--- src/hw/rtl/ird_pkg.sv ---
// shared types and constants of the ir distance estimator
`default_nettype none
package ird_pkg;

    localparam int unsigned MAX_SAMPLES = 256;
    localparam int unsigned CNT_W       = 9;
    localparam int unsigned SUM_W       = 16;
    localparam int unsigned NUM_W       = 34;
    localparam int unsigned DEN_W       = 25;
    localparam int unsigned Q_W         = 18;
    localparam int unsigned DVAL_W      = 17;

    // d = 475*a - 5355, distance = (K - 21404*d) / (200*d) truncated
    localparam logic [NUM_W-1:0]  DIST_K      = 34'd13056000000;
    localparam logic [14:0]       DIST_NUM_M  = 15'd21404;
    localparam logic [7:0]        DIST_DEN_M  = 8'd200;
    localparam logic [8:0]        DVAL_M      = 9'd475;
    localparam logic [DVAL_W-1:0] DVAL_OFS    = 17'd5355;
    localparam logic [7:0]        MIN_AVG     = 8'd12;
    localparam logic [15:0]       DIST_SAT    = 16'sd32767;

    typedef enum logic [2:0] {
        REG_TICK_DIVIDER = 3'd0,
        REG_SAMPLES      = 3'd1,
        REG_LOWER_LIMIT  = 3'd2,
        REG_TARGET       = 3'd3,
        REG_OFFSET       = 3'd4
    } t_reg_idx;

    typedef enum logic [1:0] {
        SIDE_ERROR    = 2'd0,
        SIDE_CLOSE    = 2'd1,
        SIDE_PARALLEL = 2'd2,
        SIDE_FAR      = 2'd3
    } t_side;

    typedef enum logic [2:0] {
        S_IDLE,
        S_AVG,
        S_CHECK,
        S_PREP,
        S_DIST,
        S_DONE
    } t_back_state;

    typedef struct packed {
        logic [SUM_W-1:0] sum;
        logic [CNT_W-1:0] count;
    } t_job;

    typedef struct packed {
        logic [7:0]         lower_limit;
        logic signed [15:0] target;
        logic signed [15:0] offset;
    } t_back_cfg;

endpackage
`default_nettype wire

--- src/hw/rtl/ird_front.sv ---
// front end: tick decimation, sample summing and job creation
`default_nettype none
module ird_front (
    input  wire logic                  i_clk,
    input  wire logic                  i_rst_n,
    input  wire logic                  i_accept,
    input  wire logic [7:0]            i_sample,
    input  wire logic [7:0]            i_tick_divider,
    input  wire logic [8:0]            i_samples_per_estimate,
    output ird_pkg::t_job              o_job,
    output logic                       o_job_push
);

    logic [7:0]                  r_tick, n_tick;
    logic [ird_pkg::CNT_W-1:0]   r_kept, n_kept;
    logic [ird_pkg::SUM_W-1:0]   r_sum, n_sum;
    logic [7:0]                  tick_inc;
    logic [ird_pkg::CNT_W-1:0]   kept_inc;
    logic [ird_pkg::SUM_W-1:0]   sum_inc;
    logic [ird_pkg::CNT_W-1:0]   eff_count;

    always_comb begin
        if (i_samples_per_estimate == '0) begin
            eff_count = ird_pkg::CNT_W'(1);
        end else if (i_samples_per_estimate > ird_pkg::CNT_W'(ird_pkg::MAX_SAMPLES)) begin
            eff_count = ird_pkg::CNT_W'(ird_pkg::MAX_SAMPLES);
        end else begin
            eff_count = i_samples_per_estimate;
        end
    end

    assign tick_inc = r_tick + 8'd1;
    assign kept_inc = r_kept + ird_pkg::CNT_W'(1);
    assign sum_inc  = r_sum + ird_pkg::SUM_W'(i_sample);

    always_comb begin
        n_tick     = r_tick;
        n_kept     = r_kept;
        n_sum      = r_sum;
        o_job_push = 1'b0;
        o_job.sum   = sum_inc;
        o_job.count = eff_count;
        if (i_accept) begin
            n_tick = tick_inc;
            if (tick_inc == i_tick_divider) begin
                n_tick = '0;
                if (kept_inc >= eff_count) begin
                    o_job_push = 1'b1;
                    n_kept     = '0;
                    n_sum      = '0;
                end else begin
                    n_kept = kept_inc;
                    n_sum  = sum_inc;
                end
            end
        end
    end

    always_ff @(posedge i_clk) begin
        if (!i_rst_n) begin
            r_tick <= '0;
            r_kept <= '0;
            r_sum  <= '0;
        end else begin
            r_tick <= n_tick;
            r_kept <= n_kept;
            r_sum  <= n_sum;
        end
    end

endmodule
`default_nettype wire

--- src/hw/rtl/ird_queue.sv ---
// two-entry job queue between front and back
`default_nettype none
module ird_queue (
    input  wire logic                  i_clk,
    input  wire logic                  i_rst_n,
    input  wire logic                  i_push,
    input  ird_pkg::t_job              i_job,
    input  wire logic                  i_pop,
    output ird_pkg::t_job              o_job,
    output logic                       o_full,
    output logic                       o_empty
);

    ird_pkg::t_job r_mem [2];
    logic          r_wptr, r_rptr;
    logic [1:0]    r_cnt;

    assign o_full  = (r_cnt == 2'd2);
    assign o_empty = (r_cnt == 2'd0);
    assign o_job   = r_mem[r_rptr];

    always_ff @(posedge i_clk) begin
        if (i_push) begin
            r_mem[r_wptr] <= i_job;
        end
    end

    always_ff @(posedge i_clk) begin
        if (!i_rst_n) begin
            r_wptr <= 1'b0;
            r_rptr <= 1'b0;
            r_cnt  <= 2'd0;
        end else begin
            if (i_push) begin
                r_wptr <= ~r_wptr;
            end
            if (i_pop) begin
                r_rptr <= ~r_rptr;
            end
            r_cnt <= r_cnt + 2'(i_push) - 2'(i_pop);
        end
    end

endmodule
`default_nettype wire

--- src/hw/rtl/ird_div.sv ---
// shared restoring divider, one quotient bit per cycle
`default_nettype none
module ird_div (
    input  wire logic                        i_clk,
    input  wire logic                        i_rst_n,
    input  wire logic                        i_start,
    input  wire logic [ird_pkg::NUM_W-1:0]   i_num,
    input  wire logic [ird_pkg::DEN_W-1:0]   i_den,
    output logic                             o_done,
    output logic [ird_pkg::Q_W-1:0]          o_quot
);

    localparam int unsigned HI_W = ird_pkg::NUM_W - ird_pkg::Q_W;

    logic                          r_busy;
    logic [4:0]                    r_cnt;
    logic [ird_pkg::DEN_W-1:0]     r_den;
    logic [ird_pkg::DEN_W-1:0]     r_rem;
    logic [ird_pkg::Q_W-1:0]       r_num;
    logic [ird_pkg::Q_W-1:0]       r_quot;
    logic                          r_done;
    logic [ird_pkg::DEN_W:0]       trial;
    logic                          fits;

    // caller keeps num >> Q_W below den so the quotient fits
    assign trial = {r_rem, r_num[ird_pkg::Q_W-1]};
    assign fits  = (trial >= {1'b0, r_den});

    always_ff @(posedge i_clk) begin
        if (i_start) begin
            r_den  <= i_den;
            r_rem  <= ird_pkg::DEN_W'(i_num[ird_pkg::NUM_W-1 -: HI_W]);
            r_num  <= i_num[ird_pkg::Q_W-1:0];
            r_quot <= '0;
        end else if (r_busy) begin
            r_rem  <= fits ? ird_pkg::DEN_W'(trial - {1'b0, r_den})
                           : trial[ird_pkg::DEN_W-1:0];
            r_num  <= {r_num[ird_pkg::Q_W-2:0], 1'b0};
            r_quot <= {r_quot[ird_pkg::Q_W-2:0], fits};
        end
    end

    always_ff @(posedge i_clk) begin
        if (!i_rst_n) begin
            r_busy <= 1'b0;
            r_cnt  <= '0;
            r_done <= 1'b0;
        end else begin
            r_done <= 1'b0;
            if (i_start) begin
                r_busy <= 1'b1;
                r_cnt  <= '0;
            end else if (r_busy) begin
                r_cnt <= r_cnt + 5'd1;
                if (r_cnt == 5'(ird_pkg::Q_W - 1)) begin
                    r_busy <= 1'b0;
                    r_done <= 1'b1;
                end
            end
        end
    end

    assign o_done = r_done;
    assign o_quot = r_quot;

endmodule
`default_nettype wire

--- src/hw/rtl/ird_back.sv ---
// back end: average, range check, linearization, classification, result register
`default_nettype none
module ird_back (
    input  wire logic                  i_clk,
    input  wire logic                  i_rst_n,
    input  ird_pkg::t_job              i_job,
    input  wire logic                  i_job_empty,
    output logic                       o_job_pop,
    input  ird_pkg::t_back_cfg         i_cfg,
    input  wire logic                  i_pop,
    output logic                       o_empty,
    output logic [7:0]                 o_average_raw,
    output logic                       o_in_range,
    output logic signed [15:0]         o_distance,
    output logic signed [16:0]         o_distance_change,
    output logic [1:0]                 o_side_state,
    output logic                       o_state_changed
);

    ird_pkg::t_back_state            r_state, n_state;
    logic [7:0]                      r_avg;
    logic                            r_in_range;
    logic [ird_pkg::DVAL_W-1:0]      r_dval;
    logic signed [15:0]              r_dist;
    logic signed [15:0]              r_last_dist;
    logic [1:0]                      r_last_side;
    logic                            r_out_valid;

    logic                            div_start;
    logic [ird_pkg::NUM_W-1:0]       div_num;
    logic [ird_pkg::DEN_W-1:0]       div_den;
    logic                            div_done;
    logic [ird_pkg::Q_W-1:0]         div_quot;
    logic                            out_load;
    logic                            out_free;
    logic signed [17:0]              shifted;
    ird_pkg::t_side                  side;
    logic signed [15:0]              res_dist;
    logic signed [16:0]              res_change;

    ird_div u_div (
        .i_clk   (i_clk),
        .i_rst_n (i_rst_n),
        .i_start (div_start),
        .i_num   (div_num),
        .i_den   (div_den),
        .o_done  (div_done),
        .o_quot  (div_quot)
    );

    assign out_free = !r_out_valid || i_pop;

    // next state
    always_comb begin
        n_state = r_state;
        case (r_state)
            ird_pkg::S_IDLE:  if (!i_job_empty) n_state = ird_pkg::S_AVG;
            ird_pkg::S_AVG:   if (div_done) n_state = ird_pkg::S_CHECK;
            ird_pkg::S_CHECK: begin
                if (r_avg < i_cfg.lower_limit || r_avg < ird_pkg::MIN_AVG) begin
                    n_state = ird_pkg::S_DONE;
                end else begin
                    n_state = ird_pkg::S_PREP;
                end
            end
            ird_pkg::S_PREP:  n_state = ird_pkg::S_DIST;
            ird_pkg::S_DIST:  if (div_done) n_state = ird_pkg::S_DONE;
            ird_pkg::S_DONE:  if (out_free) n_state = ird_pkg::S_IDLE;
            default:          n_state = ird_pkg::S_IDLE;
        endcase
    end

    // control outputs
    always_comb begin
        div_start = 1'b0;
        div_num   = ird_pkg::NUM_W'(i_job.sum);
        div_den   = ird_pkg::DEN_W'(i_job.count);
        o_job_pop = 1'b0;
        out_load  = 1'b0;
        case (r_state)
            ird_pkg::S_IDLE: begin
                div_start = !i_job_empty;
                o_job_pop = !i_job_empty;
            end
            ird_pkg::S_PREP: begin
                div_start = 1'b1;
                div_num   = ird_pkg::DIST_K
                            - ird_pkg::NUM_W'(ird_pkg::DIST_NUM_M) * ird_pkg::NUM_W'(r_dval);
                div_den   = ird_pkg::DEN_W'(ird_pkg::DIST_DEN_M) * ird_pkg::DEN_W'(r_dval);
            end
            ird_pkg::S_DONE: out_load = out_free;
            default: ;
        endcase
    end

    // classification of the finished estimate
    assign shifted = 18'(r_dist) - 18'(i_cfg.offset);
    always_comb begin
        if (!r_in_range) begin
            side = ird_pkg::SIDE_ERROR;
        end else if (shifted < 18'(i_cfg.target)) begin
            side = ird_pkg::SIDE_CLOSE;
        end else if (shifted > 18'(i_cfg.target)) begin
            side = ird_pkg::SIDE_FAR;
        end else begin
            side = ird_pkg::SIDE_PARALLEL;
        end
    end
    assign res_dist   = r_in_range ? r_dist : r_last_dist;
    assign res_change = r_in_range ? (17'(r_dist) - 17'(r_last_dist)) : '0;

    always_ff @(posedge i_clk) begin
        case (r_state)
            ird_pkg::S_AVG: if (div_done) r_avg <= div_quot[7:0];
            ird_pkg::S_CHECK: begin
                r_in_range <= (r_avg >= i_cfg.lower_limit);
                r_dist     <= ird_pkg::DIST_SAT;
                r_dval     <= ird_pkg::DVAL_W'(ird_pkg::DVAL_M) * ird_pkg::DVAL_W'(r_avg)
                              - ird_pkg::DVAL_OFS;
            end
            ird_pkg::S_DIST: begin
                if (div_done) begin
                    r_dist <= (div_quot > ird_pkg::Q_W'(ird_pkg::DIST_SAT))
                              ? ird_pkg::DIST_SAT : div_quot[15:0];
                end
            end
            default: ;
        endcase
        if (out_load) begin
            o_average_raw     <= r_avg;
            o_in_range        <= r_in_range;
            o_distance        <= res_dist;
            o_distance_change <= res_change;
            o_side_state      <= side;
            o_state_changed   <= (side != r_last_side);
        end
    end

    always_ff @(posedge i_clk) begin
        if (!i_rst_n) begin
            r_state     <= ird_pkg::S_IDLE;
            r_out_valid <= 1'b0;
            r_last_dist <= '0;
            r_last_side <= ird_pkg::SIDE_ERROR;
        end else begin
            r_state <= n_state;
            if (out_load) begin
                r_out_valid <= 1'b1;
                r_last_side <= side;
                if (r_in_range) begin
                    r_last_dist <= r_dist;
                end
            end else if (i_pop) begin
                r_out_valid <= 1'b0;
            end
        end
    end

    assign o_empty = !r_out_valid;

`ifndef ASSERT_OFF
    a_dist_in_range: assert property (@(posedge i_clk) disable iff (!i_rst_n)
        (r_state == ird_pkg::S_DIST) |-> r_in_range)
        else $error("distance division without in-range average");
    a_out_hold: assert property (@(posedge i_clk) disable iff (!i_rst_n)
        (r_out_valid && !i_pop) |=> r_out_valid)
        else $error("result lost before pop");
    a_div_done: assert property (@(posedge i_clk) disable iff (!i_rst_n)
        div_done |-> (r_state == ird_pkg::S_AVG || r_state == ird_pkg::S_DIST))
        else $error("divider finished outside a division state");
    a_job_pop: assert property (@(posedge i_clk) disable iff (!i_rst_n)
        o_job_pop |-> !i_job_empty)
        else $error("job queue popped while empty");
`endif

endmodule
`default_nettype wire

--- src/hw/rtl/ir_distance_estimator.sv ---
// top level of the ir distance estimator
//
// input channel: one transaction per sensor tick (push while full is low)
// carrying the current 8-bit reading. ticks are decimated by tick_divider
// and kept samples summed; when samples_per_estimate are in, one estimate
// job goes into a two-entry queue and the front keeps taking ticks.
// the back end pops a job, divides the sum by the count on the shared
// restoring divider, checks the range and, when the average is at least
// lower_limit and 12, divides again for the linearized Q8.8 distance.
// the result register is loaded from the done state, which an estimate
// below either bound reaches straight from the range check; only then
// does the back end take its next job, while the front keeps taking ticks.
// result channel: a result waits in the output register while empty is low
// and leaves on pop. while it waits the back end holds its next result, the
// queue fills and full rises, stalling the input.
// configuration: write enable, index, data; write only while idle.
// reset (synchronous, active low) clears counters, sum, last distance and
// last state and loads the register defaults; queue and result are empty.
`default_nettype none
module ir_distance_estimator (
    input  wire logic                 i_clk,
    input  wire logic                 i_rst_n,
    input  wire logic                 push,
    output logic                      full,
    input  wire logic [7:0]           i_sample,
    output logic                      empty,
    input  wire logic                 pop,
    output logic [7:0]                o_average_raw,
    output logic                      o_in_range,
    output logic signed [15:0]        o_distance,
    output logic signed [16:0]        o_distance_change,
    output logic [1:0]                o_side_state,
    output logic                      o_state_changed,
    input  wire logic                 i_cfg_we,
    input  wire logic [2:0]           i_cfg_idx,
    input  wire logic [15:0]          i_cfg_data
);

    logic [7:0]          r_tick_divider;
    logic [8:0]          r_samples;
    ird_pkg::t_back_cfg  r_back_cfg;

    ird_pkg::t_job       front_job;
    logic                front_push;
    ird_pkg::t_job       queue_job;
    logic                queue_full;
    logic                queue_empty;
    logic                queue_pop;

    always_ff @(posedge i_clk) begin
        if (!i_rst_n) begin
            r_tick_divider         <= 8'd1;
            r_samples              <= 9'd16;
            r_back_cfg.lower_limit <= 8'd0;
            r_back_cfg.target      <= 16'sd2560;
            r_back_cfg.offset      <= 16'sd0;
        end else if (i_cfg_we) begin
            case (i_cfg_idx)
                ird_pkg::REG_TICK_DIVIDER: r_tick_divider         <= i_cfg_data[7:0];
                ird_pkg::REG_SAMPLES:      r_samples              <= i_cfg_data[8:0];
                ird_pkg::REG_LOWER_LIMIT:  r_back_cfg.lower_limit <= i_cfg_data[7:0];
                ird_pkg::REG_TARGET:       r_back_cfg.target      <= i_cfg_data;
                ird_pkg::REG_OFFSET:       r_back_cfg.offset      <= i_cfg_data;
                default: ;
            endcase
        end
    end

    assign full = queue_full;

    ird_front u_front (
        .i_clk                  (i_clk),
        .i_rst_n                (i_rst_n),
        .i_accept               (push && !queue_full),
        .i_sample               (i_sample),
        .i_tick_divider         (r_tick_divider),
        .i_samples_per_estimate (r_samples),
        .o_job                  (front_job),
        .o_job_push             (front_push)
    );

    ird_queue u_queue (
        .i_clk   (i_clk),
        .i_rst_n (i_rst_n),
        .i_push  (front_push),
        .i_job   (front_job),
        .i_pop   (queue_pop),
        .o_job   (queue_job),
        .o_full  (queue_full),
        .o_empty (queue_empty)
    );

    ird_back u_back (
        .i_clk             (i_clk),
        .i_rst_n           (i_rst_n),
        .i_job             (queue_job),
        .i_job_empty       (queue_empty),
        .o_job_pop         (queue_pop),
        .i_cfg             (r_back_cfg),
        .i_pop             (pop),
        .o_empty           (empty),
        .o_average_raw     (o_average_raw),
        .o_in_range        (o_in_range),
        .o_distance        (o_distance),
        .o_distance_change (o_distance_change),
        .o_side_state      (o_side_state),
        .o_state_changed   (o_state_changed)
    );

endmodule
`default_nettype wire
--- config.mk ---
export PLATFORM = sky130hd
export DESIGN_NAME = ir_distance_estimator
export DESIGN_NICKNAME = d
export VERILOG_FILES = /design/src/hw/rtl/ird_pkg.sv /design/src/hw/rtl/ird_front.sv /design/src/hw/rtl/ird_queue.sv /design/src/hw/rtl/ird_div.sv /design/src/hw/rtl/ird_back.sv /design/src/hw/rtl/ir_distance_estimator.sv
export SDC_FILE = /design/constraint.sdc
export NUM_CORES = 1
export LEC_CHECK = 0
export ABC_AREA = 1
export BUFFER_PORTS_ARGS = -buffer_cell sky130_fd_sc_hd__buf_4
export CORE_MARGIN = 5
export CORE_UTILIZATION = 35
export CTS_CLUSTER_DIAMETER = 100
export DETAILED_ROUTE_END_ITERATION = 16
export MAX_ROUTING_LAYER = met4
export PLACE_DENSITY = 0.55
export RECOVER_POWER = 100
export SYNTH_ARGS = -nofsm -noshare
export SYNTH_HDL_FRONTEND = slang
export SYNTH_SLANG_ARGS = --single-unit
--- constraint.sdc ---
create_clock -name i_clk -period 7.35 [get_ports i_clk]
set_input_delay 1.1025 -clock i_clk [delete_from_list [all_inputs] [get_ports i_clk]]
set_output_delay 1.1025 -clock i_clk [all_outputs]
set_load 0.02 [all_outputs]
-- After elaboration in Yosys (flattened, before gate mapping)
Memories as Yosys holds them, arrays and structs flattened. A register that Yosys moved wholly into a read port is not among the register bits.
Index checks and enable logic that the tools add are counted.
- bits in registers: 296
- memory bits (writable): 50
- input port bits: 32
- logic and storage cells: 145
- memories kept: 1
- memories (memory ; words ; bits a word ; read ports ; clocked after Yosys merged registers in ; write ports ; RTL line ; text):
    u_queue.r_mem ; 2 ; 25 ; 1 ; 1 ; 1 ; ird_queue.sv:14 ; ird_pkg::t_job r_mem [2];
- add/sub/neg operators: 11
- multiply operators: 3
- $lt $le $gt $ge: 9
- equality and inequality tests: 17
- muxes and demuxes: 41
- bitwise logic cells: 4
- reduce and logical (&&, ||, !) cells: 24
- operator list (kind ; count):
    2-to-1 mux 16 bit ; 6
    2-to-1 mux 18 bit ; 2
    2-to-1 mux 9 bit ; 4
    2-to-1 mux 34 bit ; 1
    subtractor 16 x 16 -> 17 bit ; 2
    subtractor 33 x 33 -> 34 bit, first input constant ; 1
    case mux 16 bit (2 select lines) ; 1
    multiplier 13 x 17 -> 30 bit, first input constant ; 1
    >= comparator 26 x 25 -> 1 bit ; 1
    2-to-1 mux 25 bit ; 1
    subtractor 25 bit ; 1
    multiplier 5 x 17 -> 22 bit, first input constant ; 1
    greater-than comparator 18 x 15 -> 1 bit, second input constant ; 1
    case mux 3 bit (6 select lines) ; 1
    greater-than comparator 17 x 16 -> 1 bit ; 1
    < comparator 17 x 16 -> 1 bit ; 1
    multiplier 9 x 8 -> 17 bit, first input constant ; 1
    subtractor 17 x 13 -> 17 bit, second input constant ; 1
    adder 16 x 8 -> 16 bit ; 1
    2-to-1 mux 1 bit ; 16
    AND reduction 2 bit ; 8
    2-to-1 mux 3 bit ; 5
    == test 3 x 2 -> 1 bit, second input constant ; 4
    adder 9 x 1 -> 9 bit, second input constant ; 1
    31 further kinds ; 46

-- Depth between registers and ports, before layout
Gate-level depths: netlist of run 1.
- depth in word-level cells: 9
- gate-level depth with buffers: 31

-- Modules after synthesis
From an unflattened synthesis of run 1, not the netlist that was laid out.
- cell total of the unflattened synthesis: 3618
- area total of the unflattened synthesis: 28198.3 µm²
- by module, submodules not included (module ; instances ; cells each ; area an instance (µm²) ; seq. area each (µm²)):
    ird_back ; 1 ; 1935 ; 15167.0 ; 3052.9
    ird_div ; 1 ; 731 ; 5639.2 ; 2452.4
    ird_front ; 1 ; 504 ; 2949.1 ; 660.6
    ir_distance_estimator ; 1 ; 337 ; 2308.5 ; 1141.1
    ird_queue ; 1 ; 111 ; 2134.5 ; 1601.5

-- Worst setup path before layout of run 1
Ideal clock, no wire load.
- path kind: register -> register
- from: register u_back.r_dval[9] (netlist name)
- to: register u_back.u_div.r_rem[10] (netlist name) (data pin)
- setup time: 0.256 ns
- arrival time: 4.801 ns
- required time: 7.094 ns
- path slack: 2.293 ns
- cell stages (with the launch flop): 27
- buffers on the path: 0
- clock period less this slack: 5.057 ns
- path through: edfxtp_1 ha_1 fa_1 inv_1 fa_1 inv_1 fa_1 inv_1 fa_1 inv_1 ha_1 nand2_1 nor2_1 inv_1 nor2_1 nand2_1 nand2_1 nand2_1 nand2_1 and2_1 nand3_1 nand3b_1 nand2_1 nand2_1 nand2_1 nand3_1 nand2_1
- longest elaborated chain between the ends: 4
- RTL lines (item ; RTL line ; text):
    start: declaration ; ird_back.sv:23 ; logic [ird_pkg::DVAL_W-1:0] r_dval;
    start signal: assignment ; ird_back.sv:118 ; r_dval <= ird_pkg::DVAL_W'(ird_pkg::DVAL_M) * ird_pkg::DVAL_W'(r_avg)
    multiplier 13 x 17 -> 30 bit ; ird_back.sv:88 ; - ird_pkg::NUM_W'(ird_pkg::DIST_NUM_M) * ird_pkg::NUM_W'(r_dval);
    subtractor 33 x 33 -> 34 bit ; ird_back.sv:88 ;
    2-to-1 mux 34 bit ; ird_back.sv:80 ; case (r_state)
    2-to-1 mux 16 bit ; ird_div.sv:30 ; if (i_start) begin
    end signal: assignment ; ird_div.sv:32 ; r_rem <= ird_pkg::DEN_W'(i_num[ird_pkg::NUM_W-1 -: HI_W]);
    end signal: assignment ; ird_div.sv:36 ; r_rem <= fits ? ird_pkg::DEN_W'(trial - {1'b0, r_den})
    end: declaration ; ird_div.sv:18 ; logic [ird_pkg::DEN_W-1:0] r_rem;
No other way between the ends.
A chain may end at the register's enable or synchronous reset.

-- Final worst setup path of run 1
- from: register u_back.r_state[0]
- to: register u_back.u_div.r_num[0] (netlist name), enable pin
- longest elaborated chain between the ends: 3
- elaborated cells between the ends (all ways): 4
- those cells by class: eq/ne (1); mux (1); reduce/logical (2)
- RTL lines (item ; RTL line ; text):
    start: declaration ; ird_back.sv:20 ; ird_pkg::t_back_state r_state, n_state;
    start signal: assignment ; ird_back.sv:141 ; r_state <= ird_pkg::S_IDLE;
    start signal: assignment ; ird_back.sv:146 ; r_state <= n_state;
    == test 3 x 2 -> 1 bit or logical NOT 3 bit (tied branches) ; ird_back.sv:80 ;
    case mux 1 bit (2 select lines) * ; ird_back.sv:80 ;
    nonzero test 2 bit (no line) * ; -- ;
    end signal: assignment ; ird_div.sv:33 ; r_num <= i_num[ird_pkg::Q_W-1:0];
    end signal: assignment ; ird_div.sv:38 ; r_num <= {r_num[ird_pkg::Q_W-2:0], 1'b0};
    end: declaration ; ird_div.sv:19 ; logic [ird_pkg::Q_W-1:0] r_num;
Every way passes the cells marked *; elsewhere a longest branch is shown, timed or not.

==> results of run 1 <==
-- sequential cells by signal, indices dropped and copies added, names as in the netlist, 9 cells and up, named ones only --
signal	count
r_back_cfg	40
r_samples	9
u_back.o_distance	16
u_back.o_distance_change	17
u_back.r_dist	16
u_back.r_dval	17
u_back.r_last_dist	16
u_back.u_div.o_quot	18
u_back.u_div.r_den	25
u_back.u_div.r_num	18
u_back.u_div.r_rem	25
u_front.r_kept	9
u_front.r_sum	16
u_queue.r_mem	50
-- cells in the mapped netlist (all sizes together), types with 2 or more instances --
| master | number | area (µm²) |
|---|---|---|
| buf | 9 | 55.1 |
| a31o | 2 | 17.5 |
| xnor2 | 29 | 254 |
| o21ai | 219 | 1100 |
| clkinv | 2 | 7.51 |
| nand2 | 604 | 2290 |
| edfxtp | 196 | 5890 |
| o221ai | 5 | 43.8 |
| ha | 288 | 3600 |
| nor3b | 2 | 15.0 |
| inv | 596 | 2240 |
| clkbuf | 46 | 173 |
| a211oi | 4 | 30.0 |
| nand3b | 11 | 82.6 |
| nand3 | 106 | 543 |
| and2 | 2 | 12.5 |
| a21boi | 6 | 45.0 |
| a31oi | 17 | 106 |
| o211ai | 15 | 113 |
| nor2 | 198 | 759 |
| a21oi | 284 | 1460 |
| nand4 | 26 | 163 |
| o31ai | 6 | 45.0 |
| nor3 | 28 | 156 |
| or2 | 10 | 62.6 |
| xor2 | 70 | 613 |
| a21o | 5 | 37.5 |
| fa | 124 | 2480 |
| o311ai | 2 | 17.5 |
| o21bai | 10 | 75.1 |
| o22ai | 17 | 106 |
| o21a | 11 | 82.6 |
| dfxtp | 151 | 3020 |
| nor4 | 8 | 50.1 |
| and3 | 2 | 12.5 |
-- through the flow --
stage	total power (W)	hold WS, ns	setup slack, ns	area, µm²
5_1_grt	0.0154	0.455	0.635	28700
4_1_cts	0.0140	0.436	1.55	29000
3_5_place_dp	0.0116	0.422	1.57	27500
3_3_place_gp	0.0117	0.421	1.56	27500
6_report	0.0139	0.439	1.15	28700
2_1_floorplan	0.00939	0.408	2.29	25800
-- final timing paths --
path / from / to / depth (start not counted)
min: u_back.u_div.o_quot[3]$_SDFFE_PP0P_ / u_back.r_avg[3]$_DFFE_PP_ / 0
max reg2reg: u_back.r_state[0]$_SDFFE_PN0P_ / u_back.u_div.r_num[0]$_SDFFCE_PP0P_ / 8
min reg2reg: u_back.u_div.o_quot[3]$_SDFFE_PP0P_ / u_back.r_avg[3]$_DFFE_PP_ / 0
max: u_back.r_state[0]$_SDFFE_PN0P_ / u_back.u_div.r_num[0]$_SDFFCE_PP0P_ / 8
-- kinds of logic after synthesis --
| logic type | count (synthesis) | share of synthesized area, % |
|---|---|---|
| flip-flops | 347 | 34.5 |
| other | 1 | 0.0145 |
| AND/OR/NAND/NOR | 998 | 16.1 |
| AO/OA/AOI/OAI | 610 | 12.9 |
| adder cells (fa/ha/maj) | 412 | 23.6 |
| buffers and inverters | 653 | 9.57 |
| multiplexers | 1 | 0.0387 |
| XOR/XNOR | 99 | 3.36 |
-- power by group through the flow --
stage | Sequential [W] | Clock [W] | Combinational [W]
after floorplan | 0.00259 | 0 | 0.00680
after global placement | 0.00263 | 0 | 0.00903
after detailed placement | 0.00264 | 0 | 0.00901
after CTS | 0.00260 | 0.00230 | 0.00906
after global routing | 0.00263 | 0.00238 | 0.0104
final | 0.00260 | 0.00224 | 0.00902
-- worst max-delay path, delay by kind of cell, from the launching register on --
kind	cells	cell delay (ns)
buffers and inverters	5	3.90
AND/OR/NAND/NOR	3	1.53
flip-flops	1	0.36
-- routing by layer --
layer  wire length (µm)  vias up
met4               1480        0
met5                  0        -
li1                   -    10386
met2              30400      285
met3               2120       68
met1              32800     9200
-- cell type report --
cell class,count,area [µm²]
clock buffer,56,1130
clock inverter,22,359
fill,7589,44400
inverter,598,2240
multi-input combinational,2121,14400
sequential,347,8910
tap,959,1200
timing repair buffer,92,463
==> impl_metrics.yaml, run 1 <==
synthesis:
  syn_nets: 3565
  async_reset_ff_share_pct: 0
  synth_edf_count: 196
  syn-cell-area_mm2: 0.0258
  yosysSeqAreaShare_pct: 34.5
  avgSynthCellArea_um2: 8.28
  ys_ff_latch: 347
  synthFlopType: "edfxtp_1"
  ys_types: 56
  synthCells: 3121
  yosysWarnings: 0
cts:
  cts_buffer_depth: 3
  cts_tree: "yes"
  clock_latency_ns: 0.59
  cts_buffers: 42
  cts_resized: 0
  cts_setup_buffers: 0
  clkTransAtPathRegs_ns: 0.06
  cts_hold_buffers: 0
  cts_root_buf: "clkbuf_16"
  cts_sinks: 347
  htree_num_levels: 2
floorplan:
  start_util_pct: 35.4
  die_area_mm2: 0.0794
  die_w_um: 282
  coreArea_mm2: 0.0731
  rows: 99
  die_h_um: 282
  ioPinCount: 79
grt:
  grt_max_degree: 56
  met2_usage_pct: 27.3
  grt_use_met3_pct: 1.86
  grt_pass1_vias: 19621
  antenna_found_initial: 0
  grt_pass1_wl_um: 107000
  grtUsageMet1_pct: 24.0
  grtUsageTotal_pct: 17.2
  grt-ovfl-total: 0
  grt-busiest-layer: "met2"
worst_setup_path:
  crit_top_cell: "inv_1"
  worstPathArrival_ns: 6.39
  rrSetupSlack_ns: 1.15
  worst_setup_path_start_kind: "flop"
  path_cells: "inv_1 > nor3_4 > clkbuf_1 > inv_1 > nand2_1 > nor2_1 > inv_2 > clkbuf_2"
  slowest_delay_ns: 1.30
  worstPathMaxFanout: 37
  worstSetupPathType: "reg -> reg"
  critPathSlowestCell: "clkbuf_1"
  crit_required_ns: 7.54
  endpoint_kind: "flop"
power_and_ir_drop:
  p_leak_nw: 13.1
  p_int_w: 0.00671
  ir_drop_mv: 0.414
  clockPowerShare_pct: 16.2
  power_frac_comb_pct: 65.1
  power_density_mw_per_mm2: 483
  seqPwrFrac_pct: 18.8
  power.switching_w: 0.00715
  switching_share_pct: 51.6
placed_design:
  hpwl_um: 52400
  gp_congestion: 0.914
  io_buffers: 78
  dp.cells: 4117
drt:
  wire_per_inst_um: 15.9
  drt_iter0_markers: 1215
  routed_via_density: 4.75
  final_antenna_net_count: 0
  drtPass1Iterations: 5
  routed_wl_um: 66800
  drc_errors: 0
  vias: 19939
cells_and_area:
  final_common_cell: "nand2_1"
  antenna_cells: 0
  final_cell_mix: "nand2_1 (594), inv_1 (593), ha_1 (288)"
  layout.cells.non_filler: 4195
  area_delta_synth_final_pct: 11.1
  utilization_pct: 39.3
  nNetsFinal: 3646
  drive_gt1_share_pct: 3.83
timing:
  fmax_mhz: 161
  timing.final.crit_share_pct: 84.4
  setup_tns_ns: 0
  hold_viol_final: 0
  slew_headroom_pct: -97.9
  tightest_slew_ns: 2.97
  rsz0062_at_grt: "false"
  fin_crit_ns: 6.20
  fin_skew_ns: 0.0332
  drv_slew: 270
  setup_viol: 0
flow_run:
  cap_viol_max_count: 7
status:
  violations: "max-capacitance violations, max-slew violations"
  status: "complete, but fails checks"
worst_hold_path:
  hold_class: "reg -> reg"
Power figures use the tool's default switching activity.
==> inputs of run 2 (changes only) <==
--- a/config.mk
+++ b/config.mk
@@ -12,7 +12,7 @@
 export CTS_CLUSTER_DIAMETER = 100
 export DETAILED_ROUTE_END_ITERATION = 16
 export MAX_ROUTING_LAYER = met4
-export PLACE_DENSITY = 0.55
+export PLACE_DENSITY = 0.57
 export RECOVER_POWER = 100
 export SYNTH_ARGS = -nofsm -noshare
 export SYNTH_HDL_FRONTEND = slang
==> constraint.sdc (replaced) <==
create_clock -name i_clk -period 5.6 [get_ports i_clk]
set_input_delay 0.84 -clock i_clk [delete_from_list [all_inputs] [get_ports i_clk]]
set_output_delay 0.84 -clock i_clk [all_outputs]
set_load 0.02 [all_outputs]
==> run 2 against run 1 <==
Against the previous run: the run still ends with max-capacitance violations, max-slew violations left; critical path depth increased by 19; flip-flop and latch count unchanged; final cell count increased by 1.1%; via count rose by 1.7%; maximum frequency is 16% higher; clock-buffer cell count decreased by 1; non-clock buffer count up 46; routed wire length rose by 0.61%.
==> impl_metrics.yaml, run 2 (synthesis gave the netlist of run 1 again) <==
timing:
  setup_viol: 0
  rsz0062_at_grt: "true"
  hold_viol_final: 0
  slew_headroom_pct: -100
  fmax_mhz: 188
  timing.final.crit_share_pct: 95.2
  fin_crit_ns: 5.33
  layout_setup_ws_ns: 0.269
  fin_skew_ns: 0.0312
  drv_slew: 180
  tightest_slew_ns: 3.01
drt:
  final_antenna_net_count: 0
  drc_errors: 0
  routed_via_density: 4.78
  routed_wl_um: 67200
  drtPass1Iterations: 5
  vias: 20270
  drt_iter0_markers: 1150
  wire_per_inst_um: 15.8
grt:
  grt_max_degree: 56
  grtUsageTotal_pct: 17.2
  grt_pass1_wl_um: 107000
  grt-ovfl-total: 0
  grt_pass1_vias: 19591
  antenna_found_initial: 0
status:
  status: "complete, but fails checks"
  violations: "max-capacitance violations, max-slew violations"
worst_setup_path:
  critPathSlowestCell: "fa_1"
  r2r-end: "u_back.u_div.r_rem[10]$_DFFE_PP_"
  worstSetupPathType: "reg -> reg"
  crit_buf_inv: 7
  cp_num_cells: 27
  crit_top_cell: "nand2_1"
  endpoint_kind: "flop"
  rrSetupSlack_ns: 0.27
  r2r_start: "u_back.r_dval[7]$_DFFE_PP_"
  slowest_delay_ns: 0.52
  crit_family: "adder cells"
  worstPathMaxFanout: 6
  worst_setup_path_start_kind: "flop"
  worstPathArrival_ns: 5.66
  crit_required_ns: 5.93
  worst-r2r-cell-count: 27
floorplan:
  rows: 99
  coreArea_mm2: 0.0731
  ioPinCount: 79
  die_h_um: 282
  die_area_mm2: 0.0794
  die_w_um: 282
  start_util_pct: 35.4
worst_hold_path:
  hold_class: "reg -> reg"
  holdPathStages: 0
  hold_end: "u_back.r_avg[4]$_DFFE_PP_"
  hold_start: "u_back.u_div.o_quot[4]$_SDFFE_PP0P_"
cells_and_area:
  largest_reg_flops: 50
  antenna_cells: 0
  final_common_cell: "inv_1"
  area_delta_synth_final_pct: 14.1
  nNetsFinal: 3693
  regMostFlops: "u_queue.r_mem"
  final_cell_mix: "inv_1 (588), nand2_1 (569), a21oi_1 (280)"
  top_regs: "u_queue.r_mem x50, r_back_cfg x40"
  drive_gt1_share_pct: 7.83
placed_design:
  hpwl_um: 52400
  place_ws_ns: 0.0640
  io_buffers: 78
  gp_congestion: 0.887
cts:
  cts_tree: "yes"
  cts_buffer_depth: 3
  clkTransAtPathRegs_ns: 0.06
  cts_root_buf: "clkbuf_16"
  clock_latency_ns: 0.59
  htree_num_levels: 2
  cts_buffers: 43
  cts_sinks: 347
flow_run:
  cap_viol_max_count: 4
run 2: routing by layer:
layer | vias to the layer above | part of all wire (%) | global-route usage [%]
li1 | 10491 | - | -
met1 | 9415 | 49 | 23.9
met2 | 284 | 46 | 27.4
met3 | 80 | 3.0 | 1.89
met4 | 0 | 2.0 | 3.90
met5 | - | 0 | -
run 2: worst register-to-register path: cells and delay by family (launching register included):
kind                     cells  cell delay (ns)
buffers and inverters        7             0.62
adder cells (fa/ha/maj)      5             2.43
flip-flops                   1             0.47
AND/OR/NAND/NOR             15             1.57
run 2: timing repair:
item	4_1_cts	5_1_grt
buffers inserted	0	23
hold buffers	0	0
setup endpoints to repair	0	17
resized for setup	0	97
run 2: final cells by class:
type | instances | area (µm²)
timing repair buffer | 138 | 815
clock buffer | 55 | 1130
tap | 959 | 1200
clock inverter | 25 | 314
fill | 7477 | 43600
sequential | 347 | 8910
multi-input combinational | 2121 | 14900
inverter | 598 | 2250
run 2: worst max path at each step:
stage	startpoint	endpoint	slack, ns
finish	u_back.r_dval[7]$_DFFE_PP_	u_back.u_div.r_rem[10]$_DFFE_PP_	0.27
global route	u_back.r_dval[10]$_DFFE_PP_	u_back.u_div.r_rem[9]$_DFFE_PP_	-0.03
CTS	u_back.r_dval[7]$_DFFE_PP_	u_back.u_div.r_rem[13]$_DFFE_PP_	0.05
detailed placement	u_back.r_dval[7]$_DFFE_PP_	u_back.u_div.r_rem[13]$_DFFE_PP_	0.06
global placement	u_back.r_dval[8]$_DFFE_PP_	u_back.u_div.r_rem[12]$_DFFE_PP_	0.03
floorplan	u_back.r_dval[9]$_DFFE_PP_	u_back.u_div.r_rem[10]$_DFFE_PP_	0.54
run 2: per-stage QoR:
| step | hold WS [ns] | cells | utilization [%] | TNS (ns) | cell area (µm²) |
|---|---|---|---|---|---|
| finish | 0.439 | 4243 | 40.3 | 0 | 29500 |
| global route | 0.456 | 4243 | 40.3 | -0.173 | 29500 |
| global placement | 0.426 | 4140 | 37.9 | 0 | 27700 |
| CTS | 0.442 | 4220 | 39.9 | 0 | 29200 |
| detailed placement | 0.420 | 4140 | 37.9 | 0 | 27700 |
| floorplan | 0.408 | 3121 | - | 0 | 25800 |
Power of run 2 is left out: the tool's default activity adds up to more than one toggle a clock period on the data nets, which glitch-free logic cannot reach.
